[src/rtl/keyword_tokenizer_top_macros.svh]
// Assertion macros shared by the keyword tokenizer RTL.
// Each macro checks on the rising edge of clk_i and is disabled while rst_ni is low.
`ifndef KEYWORD_TOKENIZER_TOP_MACROS_SVH
`define KEYWORD_TOKENIZER_TOP_MACROS_SVH

`ifndef SYNTH
// General property check.
`define KWT_ASSERT(lbl, prop) \
  lbl: assert property (@(posedge clk_i) disable iff (!rst_ni) prop) \
    else $error("keyword tokenizer check failed");
// Condition that must never hold.
`define KWT_ASSERT_NEVER(lbl, cond) \
  lbl: assert property (@(posedge clk_i) disable iff (!rst_ni) !(cond)) \
    else $error("keyword tokenizer forbidden condition");
`else
`define KWT_ASSERT(lbl, prop)
`define KWT_ASSERT_NEVER(lbl, cond)
`endif

`endif

[src/rtl/kwt_pkg.sv]
// Package for the keyword tokenizer: token codes, keyword and operator tables,
// result and queue types. No dependencies.
`timescale 1ns / 1ps

package kwt_pkg;

  // Field widths and table sizes.
  localparam int unsigned FIELD_WIDTH = 16;
  localparam int unsigned NUM_KW      = 14;
  localparam int unsigned NUM_OPS     = 14;
  localparam int unsigned QUEUE_DEPTH = 4;
  localparam int unsigned QPTR_W      = 2;
  localparam int unsigned QCNT_W      = 3;

  // Token kind codes.
  localparam logic [4:0] KIND_IDENT   = 5'd0;
  localparam logic [4:0] KIND_NUMBER  = 5'd1;
  localparam logic [4:0] KIND_KW_BASE = 5'd2;
  localparam logic [4:0] KIND_OP_BASE = 5'd16;
  localparam logic [4:0] KIND_END     = 5'd30;

  // Token class codes.
  localparam logic CLASS_WORD = 1'b0;
  localparam logic CLASS_OP   = 1'b1;

  // Character codes used by the classifier.
  localparam logic [7:0] CHAR_UNDERSCORE = 8'h5F;
  localparam logic [7:0] CHAR_SPACE      = 8'h20;
  localparam logic [7:0] CHAR_TAB        = 8'h09;
  localparam logic [7:0] CHAR_CR         = 8'h0D;

  typedef enum logic [1:0] {
    MODE_IDLE   = 2'd0,
    MODE_IDENT  = 2'd1,
    MODE_NUMBER = 2'd2
  } mode_e;

  // Keyword spellings, right-justified in a 9-character field.
  localparam logic [71:0] KW_TEXT [NUM_KW] = '{
    72'("const"), 72'("do"), 72'("else"), 72'("false"), 72'("for"), 72'("if"),
    72'("in"), 72'("interface"), 72'("mut"), 72'("return"), 72'("struct"),
    72'("switch"), 72'("true"), 72'("while")
  };
  localparam logic [3:0] KW_LEN [NUM_KW] = '{
    4'd5, 4'd2, 4'd4, 4'd5, 4'd3, 4'd2, 4'd2, 4'd9, 4'd3, 4'd6, 4'd6, 4'd6, 4'd4, 4'd5
  };

  // Operator characters in kind order.
  localparam logic [7:0] OP_CHARS [NUM_OPS] = '{
    "+", "-", "*", "/", "=", "!", "?", ":", "(", ")", "[", "]", ".", ","
  };

  typedef struct packed {
    logic [4:0]             token_kind;
    logic                   token_class;
    logic [FIELD_WIDTH-1:0] start_offset;
    logic [FIELD_WIDTH-1:0] token_length;
    logic                   last_of_run;
  } result_t;

  // Results pushed into the queue by one item, in output order.
  typedef struct packed {
    logic [1:0] count;
    result_t    first;
    result_t    second;
  } push_t;

  // Character of a keyword at a given position; zero past its end.
  function automatic logic [7:0] kw_char(input int unsigned kw, input logic [3:0] pos);
    logic [71:0] text;
    logic [3:0]  len;
    logic [3:0]  back;
    text = KW_TEXT[kw];
    len  = KW_LEN[kw];
    back = (pos < len) ? (len - 4'd1 - pos) : 4'd0;
    kw_char = (pos < len) ? text[{back, 3'b000} +: 8] : 8'h00;
  endfunction

endpackage

[src/rtl/kwt_if.sv]
// Handshake channel interfaces for the keyword tokenizer: text input and token output.
// Depends on kwt_pkg for the field width.
`timescale 1ns / 1ps

interface kwt_in_if;
  logic       valid;
  logic       ready;
  logic [7:0] char_byte;
  logic       end_of_text;

  modport source (output valid, output char_byte, output end_of_text, input ready);
  modport sink (input valid, input char_byte, input end_of_text, output ready);
endinterface

interface kwt_out_if;
  logic                           valid;
  logic                           ready;
  logic [4:0]                     token_kind;
  logic                           token_class;
  logic [kwt_pkg::FIELD_WIDTH-1:0] start_offset;
  logic [kwt_pkg::FIELD_WIDTH-1:0] token_length;
  logic                           last_of_run;

  modport source (output valid, output token_kind, output token_class,
                  output start_offset, output token_length, output last_of_run,
                  input ready);
  modport sink (input valid, input token_kind, input token_class,
                input start_offset, input token_length, input last_of_run,
                output ready);
endinterface

[src/rtl/keyword_tokenizer_top.sv]
// Keyword tokenizer: one text byte per cycle in while the token queue has room, identifier, number, keyword,
// operator and end tokens out in source order.
// A token passes through the input register and then the queue before it is offered.
// Throughput: one byte per cycle; a byte that causes two tokens pushes both into the queue,
// and the four-entry token queue decides when input stalls behind a slow consumer.
// Reset: rst_ni clears scanner state and the queue at once; no clearing pass is needed.
`timescale 1ns / 1ps

module keyword_tokenizer_top #(
  parameter int unsigned POSITION_WIDTH = 16
) (
  input  logic      clk_i,
  input  logic      rst_ni,
  kwt_in_if.sink    in_i,
  kwt_out_if.source out_o
);

  kwt_pkg::push_t push;
  logic           space_ok;

  // Scanner with its input register.
  kwt_lexer #(
    .POSITION_WIDTH(POSITION_WIDTH)
  ) u_lexer (
    .clk_i     (clk_i),
    .rst_ni    (rst_ni),
    .in_i      (in_i),
    .space_ok_i(space_ok),
    .push_o    (push)
  );

  // Result queue feeding the output channel.
  kwt_queue u_queue (
    .clk_i     (clk_i),
    .rst_ni    (rst_ni),
    .push_i    (push),
    .space_ok_o(space_ok),
    .out_o     (out_o)
  );

endmodule

[src/rtl/kwt_lexer.sv]
// Input register and scanner state of the keyword tokenizer; classifies one byte per cycle while the queue has room
// and pushes up to two tokens. Depends on kwt_pkg, kwt_if and the assertion macros.
`timescale 1ns / 1ps
`include "keyword_tokenizer_top_macros.svh"

module kwt_lexer #(
  parameter int unsigned POSITION_WIDTH = 16
) (
  input  logic                 clk_i,
  input  logic                 rst_ni,
  kwt_in_if.sink               in_i,
  input  logic                 space_ok_i,
  output kwt_pkg::push_t       push_o
);

  localparam int unsigned PW = POSITION_WIDTH;

  // Input register.
  logic       in_valid_q;
  logic [7:0] ch_q;
  logic       eot_q;
  logic       advance;

  // Scanner state.
  kwt_pkg::mode_e              mode_q, mode_d;
  logic [PW-1:0]               begin_q, begin_d;
  logic [PW-1:0]               pos_q, pos_d;
  logic [PW-1:0]               run_q, run_d;
  logic [kwt_pkg::NUM_KW-1:0]  cand_q, cand_d;

  // Classification.
  logic                        is_letter, is_digit, is_space, is_uscore;
  logic                        op_hit;
  logic [4:0]                  op_kind;
  logic [kwt_pkg::NUM_KW-1:0]  keep_cand, first_cand;
  logic                        flush_valid, cont;
  kwt_pkg::result_t            flush_res, op_res, end_res;

  function automatic logic [PW-1:0] sat_inc(input logic [PW-1:0] v);
    sat_inc = (v == {PW{1'b1}}) ? v : v + 1'b1;
  endfunction

  assign advance    = in_valid_q && space_ok_i;
  assign in_i.ready = !in_valid_q || space_ok_i;

  // Input register: takes a new transaction whenever it is empty or the current one moves on.
  always_ff @(posedge clk_i or negedge rst_ni) begin
    if (!rst_ni) begin
      in_valid_q <= 1'b0;
    end else if (in_i.ready) begin
      in_valid_q <= in_i.valid;
    end
  end

  always_ff @(posedge clk_i) begin
    if (in_i.ready && in_i.valid) begin
      ch_q  <= in_i.char_byte;
      eot_q <= in_i.end_of_text;
    end
  end

  // Byte classes.
  always_comb begin
    is_letter = ((ch_q >= "a") && (ch_q <= "z")) || ((ch_q >= "A") && (ch_q <= "Z"));
    is_digit  = (ch_q >= "0") && (ch_q <= "9");
    is_space  = (ch_q == kwt_pkg::CHAR_SPACE) ||
                ((ch_q >= kwt_pkg::CHAR_TAB) && (ch_q <= kwt_pkg::CHAR_CR));
    is_uscore = (ch_q == kwt_pkg::CHAR_UNDERSCORE);
    op_hit    = 1'b0;
    op_kind   = kwt_pkg::KIND_OP_BASE;
    for (int i = 0; i < kwt_pkg::NUM_OPS; i++) begin
      if (ch_q == kwt_pkg::OP_CHARS[i]) begin
        op_hit  = 1'b1;
        op_kind = kwt_pkg::KIND_OP_BASE + 5'(i);
      end
    end
  end

  // Keyword candidate narrowing and the candidates opened by a leading letter.
  always_comb begin
    for (int i = 0; i < kwt_pkg::NUM_KW; i++) begin
      keep_cand[i]  = cand_q[i] && (run_q < PW'(kwt_pkg::KW_LEN[i])) &&
                      (kwt_pkg::kw_char(i, run_q[3:0]) == ch_q);
      first_cand[i] = (kwt_pkg::kw_char(i, 4'd0) == ch_q);
    end
  end

  // Pending token, operator token and end token.
  always_comb begin
    flush_valid              = (mode_q == kwt_pkg::MODE_IDENT) ||
                               (mode_q == kwt_pkg::MODE_NUMBER);
    flush_res.token_kind     = (mode_q == kwt_pkg::MODE_NUMBER) ? kwt_pkg::KIND_NUMBER
                                                                : kwt_pkg::KIND_IDENT;
    if (mode_q == kwt_pkg::MODE_IDENT) begin
      for (int i = 0; i < kwt_pkg::NUM_KW; i++) begin
        if (cand_q[i] && (run_q == PW'(kwt_pkg::KW_LEN[i]))) begin
          flush_res.token_kind = kwt_pkg::KIND_KW_BASE + 5'(i);
        end
      end
    end
    flush_res.token_class    = kwt_pkg::CLASS_WORD;
    flush_res.start_offset   = kwt_pkg::FIELD_WIDTH'(begin_q);
    flush_res.token_length   = kwt_pkg::FIELD_WIDTH'(run_q);
    flush_res.last_of_run    = 1'b0;

    op_res.token_kind        = op_kind;
    op_res.token_class       = kwt_pkg::CLASS_OP;
    op_res.start_offset      = kwt_pkg::FIELD_WIDTH'(pos_q);
    op_res.token_length      = kwt_pkg::FIELD_WIDTH'(1);
    op_res.last_of_run       = 1'b1;

    end_res.token_kind       = kwt_pkg::KIND_END;
    end_res.token_class      = kwt_pkg::CLASS_WORD;
    end_res.start_offset     = kwt_pkg::FIELD_WIDTH'(pos_q);
    end_res.token_length     = '0;
    end_res.last_of_run      = 1'b1;

    cont = ((mode_q == kwt_pkg::MODE_IDENT) && (is_letter || is_digit || is_uscore)) ||
           ((mode_q == kwt_pkg::MODE_NUMBER) && is_digit);
  end

  // Next state and pushed results.
  always_comb begin
    mode_d        = mode_q;
    begin_d       = begin_q;
    pos_d         = pos_q;
    run_d         = run_q;
    cand_d        = cand_q;
    push_o.count  = 2'd0;
    push_o.first  = flush_res;
    push_o.second = op_res;
    if (advance) begin
      if (eot_q) begin
        // Terminator: flush, emit the end token and return to the reset state.
        if (flush_valid) begin
          push_o.count  = 2'd2;
          push_o.second = end_res;
        end else begin
          push_o.count = 2'd1;
          push_o.first = end_res;
        end
        mode_d  = kwt_pkg::MODE_IDLE;
        begin_d = '0;
        pos_d   = '0;
        run_d   = '0;
        cand_d  = '0;
      end else if (cont) begin
        if (mode_q == kwt_pkg::MODE_IDENT) begin
          cand_d = keep_cand;
        end
        run_d = sat_inc(run_q);
        pos_d = sat_inc(pos_q);
      end else begin
        // Token boundary: the pending token ends; a letter or digit opens a new one, an operator gets a token.
        mode_d = kwt_pkg::MODE_IDLE;
        cand_d = '0;
        if (is_letter) begin
          mode_d  = kwt_pkg::MODE_IDENT;
          begin_d = pos_q;
          run_d   = PW'(1);
          cand_d  = first_cand;
        end else if (is_digit) begin
          mode_d  = kwt_pkg::MODE_NUMBER;
          begin_d = pos_q;
          run_d   = PW'(1);
        end
        pos_d = sat_inc(pos_q);
        if (!is_letter && !is_digit && !is_space && op_hit) begin
          if (flush_valid) begin
            push_o.count = 2'd2;
          end else begin
            push_o.count = 2'd1;
            push_o.first = op_res;
          end
        end else if (flush_valid) begin
          push_o.count             = 2'd1;
          push_o.first.last_of_run = 1'b1;
        end
      end
    end
  end

  always_ff @(posedge clk_i or negedge rst_ni) begin
    if (!rst_ni) begin
      mode_q  <= kwt_pkg::MODE_IDLE;
      begin_q <= '0;
      pos_q   <= '0;
      run_q   <= '0;
      cand_q  <= '0;
    end else begin
      mode_q  <= mode_d;
      begin_q <= begin_d;
      pos_q   <= pos_d;
      run_q   <= run_d;
      cand_q  <= cand_d;
    end
  end

  // Keyword candidates only live inside an identifier.
  `KWT_ASSERT(a_cand_in_ident, (cand_q != '0) |-> (mode_q == kwt_pkg::MODE_IDENT))
  // A terminator leaves the scanner at position zero and idle.
  `KWT_ASSERT(a_eot_resets, (advance && eot_q) |=> (pos_q == '0) && (mode_q == kwt_pkg::MODE_IDLE))
  // Nothing is pushed without an item moving on.
  `KWT_ASSERT_NEVER(a_push_no_item, (push_o.count != 2'd0) && !advance)

endmodule

[src/rtl/kwt_queue.sv]
// Four-entry token queue of the keyword tokenizer: takes up to two tokens a cycle while
// two entries are free, hands out one. Depends on kwt_pkg, kwt_if and the assertion macros.
`timescale 1ns / 1ps
`include "keyword_tokenizer_top_macros.svh"

module kwt_queue (
  input  logic           clk_i,
  input  logic           rst_ni,
  input  kwt_pkg::push_t push_i,
  output logic           space_ok_o,
  kwt_out_if.source      out_o
);

  kwt_pkg::result_t                entries_q [kwt_pkg::QUEUE_DEPTH];
  logic [kwt_pkg::QPTR_W-1:0]      rd_ptr_q, rd_ptr_d;
  logic [kwt_pkg::QPTR_W-1:0]      wr_ptr_q, wr_ptr_d;
  logic [kwt_pkg::QPTR_W-1:0]      wr_ptr_nx;
  logic [kwt_pkg::QCNT_W-1:0]      count_q, count_d;
  logic                            pop;
  kwt_pkg::result_t                head;

  // Room for the two tokens one item may cause.
  assign space_ok_o = (count_q <= kwt_pkg::QCNT_W'(kwt_pkg::QUEUE_DEPTH - 2));
  assign wr_ptr_nx  = wr_ptr_q + 1'b1;
  assign pop        = out_o.valid && out_o.ready;
  assign head       = entries_q[rd_ptr_q];

  // Output side of the transaction.
  assign out_o.valid        = (count_q != '0);
  assign out_o.token_kind   = head.token_kind;
  assign out_o.token_class  = head.token_class;
  assign out_o.start_offset = head.start_offset;
  assign out_o.token_length = head.token_length;
  assign out_o.last_of_run  = head.last_of_run;

  // Pointer and fill count updates.
  always_comb begin
    rd_ptr_d = rd_ptr_q + kwt_pkg::QPTR_W'(pop);
    wr_ptr_d = wr_ptr_q + kwt_pkg::QPTR_W'(push_i.count);
    count_d  = count_q + kwt_pkg::QCNT_W'(push_i.count) - kwt_pkg::QCNT_W'(pop);
  end

  always_ff @(posedge clk_i or negedge rst_ni) begin
    if (!rst_ni) begin
      rd_ptr_q <= '0;
      wr_ptr_q <= '0;
      count_q  <= '0;
    end else begin
      rd_ptr_q <= rd_ptr_d;
      wr_ptr_q <= wr_ptr_d;
      count_q  <= count_d;
    end
  end

  // Token storage.
  always_ff @(posedge clk_i) begin
    for (int i = 0; i < kwt_pkg::QUEUE_DEPTH; i++) begin
      if ((push_i.count != 2'd0) && (wr_ptr_q == kwt_pkg::QPTR_W'(i))) begin
        entries_q[i] <= push_i.first;
      end
      if ((push_i.count == 2'd2) && (wr_ptr_nx == kwt_pkg::QPTR_W'(i))) begin
        entries_q[i] <= push_i.second;
      end
    end
  end

  `KWT_ASSERT_NEVER(a_overflow, count_q > kwt_pkg::QCNT_W'(kwt_pkg::QUEUE_DEPTH))
  `KWT_ASSERT(a_push_has_room, (push_i.count != 2'd0) |-> space_ok_o)
  `KWT_ASSERT(a_fill_tracks, pop |=> (count_q == $past(count_q) + kwt_pkg::QCNT_W'($past(push_i.count)) - 3'd1))

endmodule
[src/flat_wrapper.sv]
// flat-port wrapper written by rule: the top's interface ports become plain ports
module keyword_tokenizer_top_flat 
#(
  parameter int unsigned POSITION_WIDTH = 16
)
  (clk_i, rst_ni, in_i_valid, in_i_char_byte, in_i_end_of_text, in_i_ready, out_o_valid, out_o_token_kind, out_o_token_class, out_o_start_offset, out_o_token_length, out_o_last_of_run, out_o_ready);
  kwt_in_if in_i_i ();
  kwt_out_if out_o_i ();
  input  logic clk_i;
  input  logic rst_ni;
  input wire logic [$bits(in_i_i.valid)-1:0] in_i_valid;
  input wire logic [$bits(in_i_i.char_byte)-1:0] in_i_char_byte;
  input wire logic [$bits(in_i_i.end_of_text)-1:0] in_i_end_of_text;
  output wire logic [$bits(in_i_i.ready)-1:0] in_i_ready;
  output wire logic [$bits(out_o_i.valid)-1:0] out_o_valid;
  output wire logic [$bits(out_o_i.token_kind)-1:0] out_o_token_kind;
  output wire logic [$bits(out_o_i.token_class)-1:0] out_o_token_class;
  output wire logic [$bits(out_o_i.start_offset)-1:0] out_o_start_offset;
  output wire logic [$bits(out_o_i.token_length)-1:0] out_o_token_length;
  output wire logic [$bits(out_o_i.last_of_run)-1:0] out_o_last_of_run;
  input wire logic [$bits(out_o_i.ready)-1:0] out_o_ready;
  assign in_i_i.valid = in_i_valid;
  assign in_i_i.char_byte = in_i_char_byte;
  assign in_i_i.end_of_text = in_i_end_of_text;
  assign in_i_ready = in_i_i.ready;
  assign out_o_valid = out_o_i.valid;
  assign out_o_token_kind = out_o_i.token_kind;
  assign out_o_token_class = out_o_i.token_class;
  assign out_o_start_offset = out_o_i.start_offset;
  assign out_o_token_length = out_o_i.token_length;
  assign out_o_last_of_run = out_o_i.last_of_run;
  assign out_o_i.ready = out_o_ready;
  keyword_tokenizer_top #(.POSITION_WIDTH(POSITION_WIDTH)) u_core (.clk_i(clk_i), .rst_ni(rst_ni), .in_i(in_i_i), .out_o(out_o_i));
endmodule
[config.mk]
export PLATFORM = sky130hd
export DESIGN_NAME = keyword_tokenizer_top_flat
export DESIGN_NICKNAME = d
export VERILOG_FILES = /design/src/rtl/kwt_pkg.sv /design/src/rtl/kwt_if.sv /design/src/rtl/keyword_tokenizer_top.sv /design/src/rtl/kwt_lexer.sv /design/src/rtl/kwt_queue.sv /design/src/flat_wrapper.sv
export VERILOG_INCLUDE_DIRS = /design/src /design/src/rtl
export SDC_FILE = /design/constraint.sdc
export NUM_CORES = 1
export LEC_CHECK = 0
export ABC_AREA = 1
export BUFFER_PORTS_ARGS = -buffer_cell sky130_fd_sc_hd__buf_4
export CELL_PAD_IN_SITES_DETAIL_PLACEMENT = 1
export CELL_PAD_IN_SITES_GLOBAL_PLACEMENT = 1
export CORE_MARGIN = 2
export CORE_UTILIZATION = 43
export DETAILED_ROUTE_END_ITERATION = 12
export GPL_TIMING_DRIVEN = 0
export PLACE_DENSITY = 0.79
export SYNTH_ARGS = -nofsm -noshare
export SYNTH_HDL_FRONTEND = slang
export SYNTH_HIERARCHICAL = 1
export SYNTH_SLANG_ARGS = --single-unit
[constraint.sdc]
create_clock -name clk_i -period 5.8 [get_ports clk_i]
set_input_delay 0.58 -clock clk_i [delete_from_list [all_inputs] [get_ports clk_i]]
set_output_delay 0.58 -clock clk_i [all_outputs]
set_load 0.01 [all_outputs]
==> out/results.tsv <==
metric	value	unit
status	finished clean	
hold buffers post-CTS	0	
Setup CP Type	register to register	
synthesized flop and latch total	237	
CP cell instances	buf_4, inv_2, buf_2, nor3_1, o21ai_1, nand3_1, nor2_1, nand3_2, ha_1, nand2_1, a21oi_1, buf_4, nor2_4, nand2_2, clkbuf_1, o31ai_4, buf_16	
Area contributors post-synth	edfxtp_1, dfrtp_1, nand2_1	
Sum Neg Setup Slack	0	ns
setup bufs post-CTS	0	
Clock power frac	20.9	%
later-pin clock latency in the skew report	0.57	ns
Min-Delay Path Class	input pin to async pin	
Util after Layout	50.1	%
Synth Area per Inst	7.73	um2
worst slew pin tran	1.04	ns
r2r worst-path depth	17	
port bufs	53	
Tcrit/Tclk final	82.4	%
first-iteration detailed-routing DRC count	1007	
worst endpoint required time	6.11	ns
Mapped Area	15000	um2
TritonRoute pass-1 iters	5	
largest net degree at the start of global routing	73	
Final Skew	0.0278	ns
synth warn	6	
internal power	4770	uW
diode count	0	
most used cell, CP	buf_4	
final WL	53.7	mm
Post-DRT Antenna Nets	0	
Final Power	8570	uW
CTS tree	built	
Area Growth Syn to Fin	14.7	%
unrepaired setup endpoints after global routing	no	
Switching Fraction	44.3	%
setup slack after layout	1.02	ns
worst-path cell with the longest stage delay	a21oi_1	
critical path arrival	5.08	ns
share of cells above drive strength 1	10.4	%
post-synth top area cell	edfxtp_1	
synthesized instance count	1946	
vias in the first global route	14971	
initial core utilization	43.6	%
# IOs	54	
GRT Util Overall	29.5	%
largest buffer count on any clock path	3	
Worst setup SP type	register	
die extent in x	191	um
count leader, synth	nand2_1	
LEAKAGE	0.00706	uW
share of flip-flops with an asynchronous set or reset	30.4	%
worst-path fanout max	13	
total number of vias	14542	
Worst slew margin	30.7	%
Root Buffer	clkbuf_16	
WL/cell	21.2	um
CP Capture Type	register	
die height	191	um
Clock Pin Slew Worst Setup and Hold Paths	0.06	ns
Final Hold Viols	0	
Die ar.	36500	um2
Reg power frac	30.1	%
Seq/Total Area, Yosys	44.9	%
Yosys cell types	58	
Core Region	34500	um2
Pins Over Slew Limit	0	
Worst VDD drop	331	uV
Vias/cell	5.75	
GRT Residual Overflow	0	
fmax	209	MHz
pwr/cell area	497	nW/um2
RD Place Congestion	0.938	
Main synth FF type	edfxtp_1	
Fin Hold WS	0.177	ns
H-tree levels	1	
Synth top area share	32.9	%
Max Cap Violations	0	
pre-CTS setup slack	1.14	ns
Nets	2102	
min Tclk post-route	4.78	ns
Post-synth EDFFs	165	
Final HPWL DP	39.4	mm
CP max stage delay	0.60	ns
CTS Buf Count	28	
top cells by count, synth	nand2_1, nor2_1, o21ai_0	
post_cts resized	0	
Combinational Power Share	49.0	%
antenna violations before repair	0	
final setup violation count	0	
Sink Count	237	
global-route wire length before repair	83.5	mm
row count	68	
net load switching power	3790	uW
DRC viols	0	
metrics by stage:
step                cells  instance area [um2]
CTS                  2529                17300
finish               2529                17300
global route         2529                17300
global placement     2469                16100
detailed placement   2478                16300
floorplan            1961                15100
registers in the layout, summed over array words and instances, names as in the netlist, 2 cells and up:
name / flops
u_core/u_lexer/ch_q: 8
u_core/u_lexer/begin_q: 16
u_core/u_lexer/pos_q: 16
u_core/u_queue/rd_ptr_q: 2
u_core/u_queue/count_q: 3
u_core/u_queue/entries_q: 156
u_core/u_lexer/cand_q: 14
u_core/u_queue/wr_ptr_q: 2
u_core/u_lexer/run_q: 16
u_core/u_lexer/mode_q: 2
final timing paths:
path	start	endpoint	slack, ns
setup / recovery	u_core/u_lexer/ch_q[3]	u_core/u_queue/entries_q[1][23]	1.02
hold / removal	rst_ni	u_core/u_queue/rd_ptr_q[1]	0.18
setup reg to reg	u_core/u_lexer/ch_q[3]	u_core/u_queue/entries_q[1][23]	1.02
hold reg to reg	u_core/u_lexer/begin_q[4]	u_core/u_lexer/begin_q[4]	0.48
max in group asynchronous	rst_ni	u_core/u_lexer/pos_q[13]	4.93
min in group clk_i	in_i_char_byte[4]	u_core/u_lexer/ch_q[4]	0.21
critical path, delay by kind of cell, from the launching register on:
kind	cells	cell delay (ns)
buffers and inverters	6	1.58
AO/OA/AOI/OAI	3	1.27
AND/OR/NAND/NOR	7	1.01
flip-flops	1	0.36
adder cells (fa/ha/maj)	1	0.32
cells in the final DEF, fill, tap and decap left out, drive strengths merged, types with 5 or more instances in the layout:
master,count
a211oi,12
a21oi,41
buf,132
clkbuf,78
clkinv,12
conb,17
dfrtp,72
edfxtp,165
ha,35
inv,188
nand2,462
nand3,86
nand3b,5
nand4,34
nor2,264
nor3,20
nor4,14
o211ai,5
o21ai,347
o31ai,10
xor2,34
logic make-up (layout without fill, tap and decap cells):
kind of cell	count (synthesis)	count (layout)	share of synthesized area (%)
DFF	237	237	44.9
AOI/OAI and AO/OA	439	439	15.7
xor gates and xnor gates	35	35	2.04
adders and majority gates	36	36	3.05
muxes	1	1	0.0666
buffers and inverters	301	414	8.96
other	2	17	0.0499
and+or+nand+nor	895	895	25.2
final cells by class:
type	count	area [um2]
Buffer	112	633
Inverter	189	714
Sequential cell	237	6760
Clock buffer	36	731
Clock inverter	15	198
Timing Repair Buffer	62	608
Fill cell	4262	17200
Multi-Input combinational cell	1423	7040
Tap cell	455	569
power by group through the flow:
stage,Clock (uW),Sequential (uW),Combinational (uW)
6_report,1790,2580,4200
5_1_grt,1870,2610,4600
4_1_cts,1810,2570,4160
3_5_place_dp,0,2600,4110
3_3_place_gp,0,2650,3800
2_1_floorplan,0,2560,2470
per-layer routing:
layer	GRT usage, %	share of wire (%)	up-vias
li1	-	-	6702
met1	39.5	44	7272
met2	50.4	48	463
met3	2.79	5.2	105
met4	9.63	2.8	0
met5	0	0	-
No activity file was read; power rests on OpenSTA's default activity.
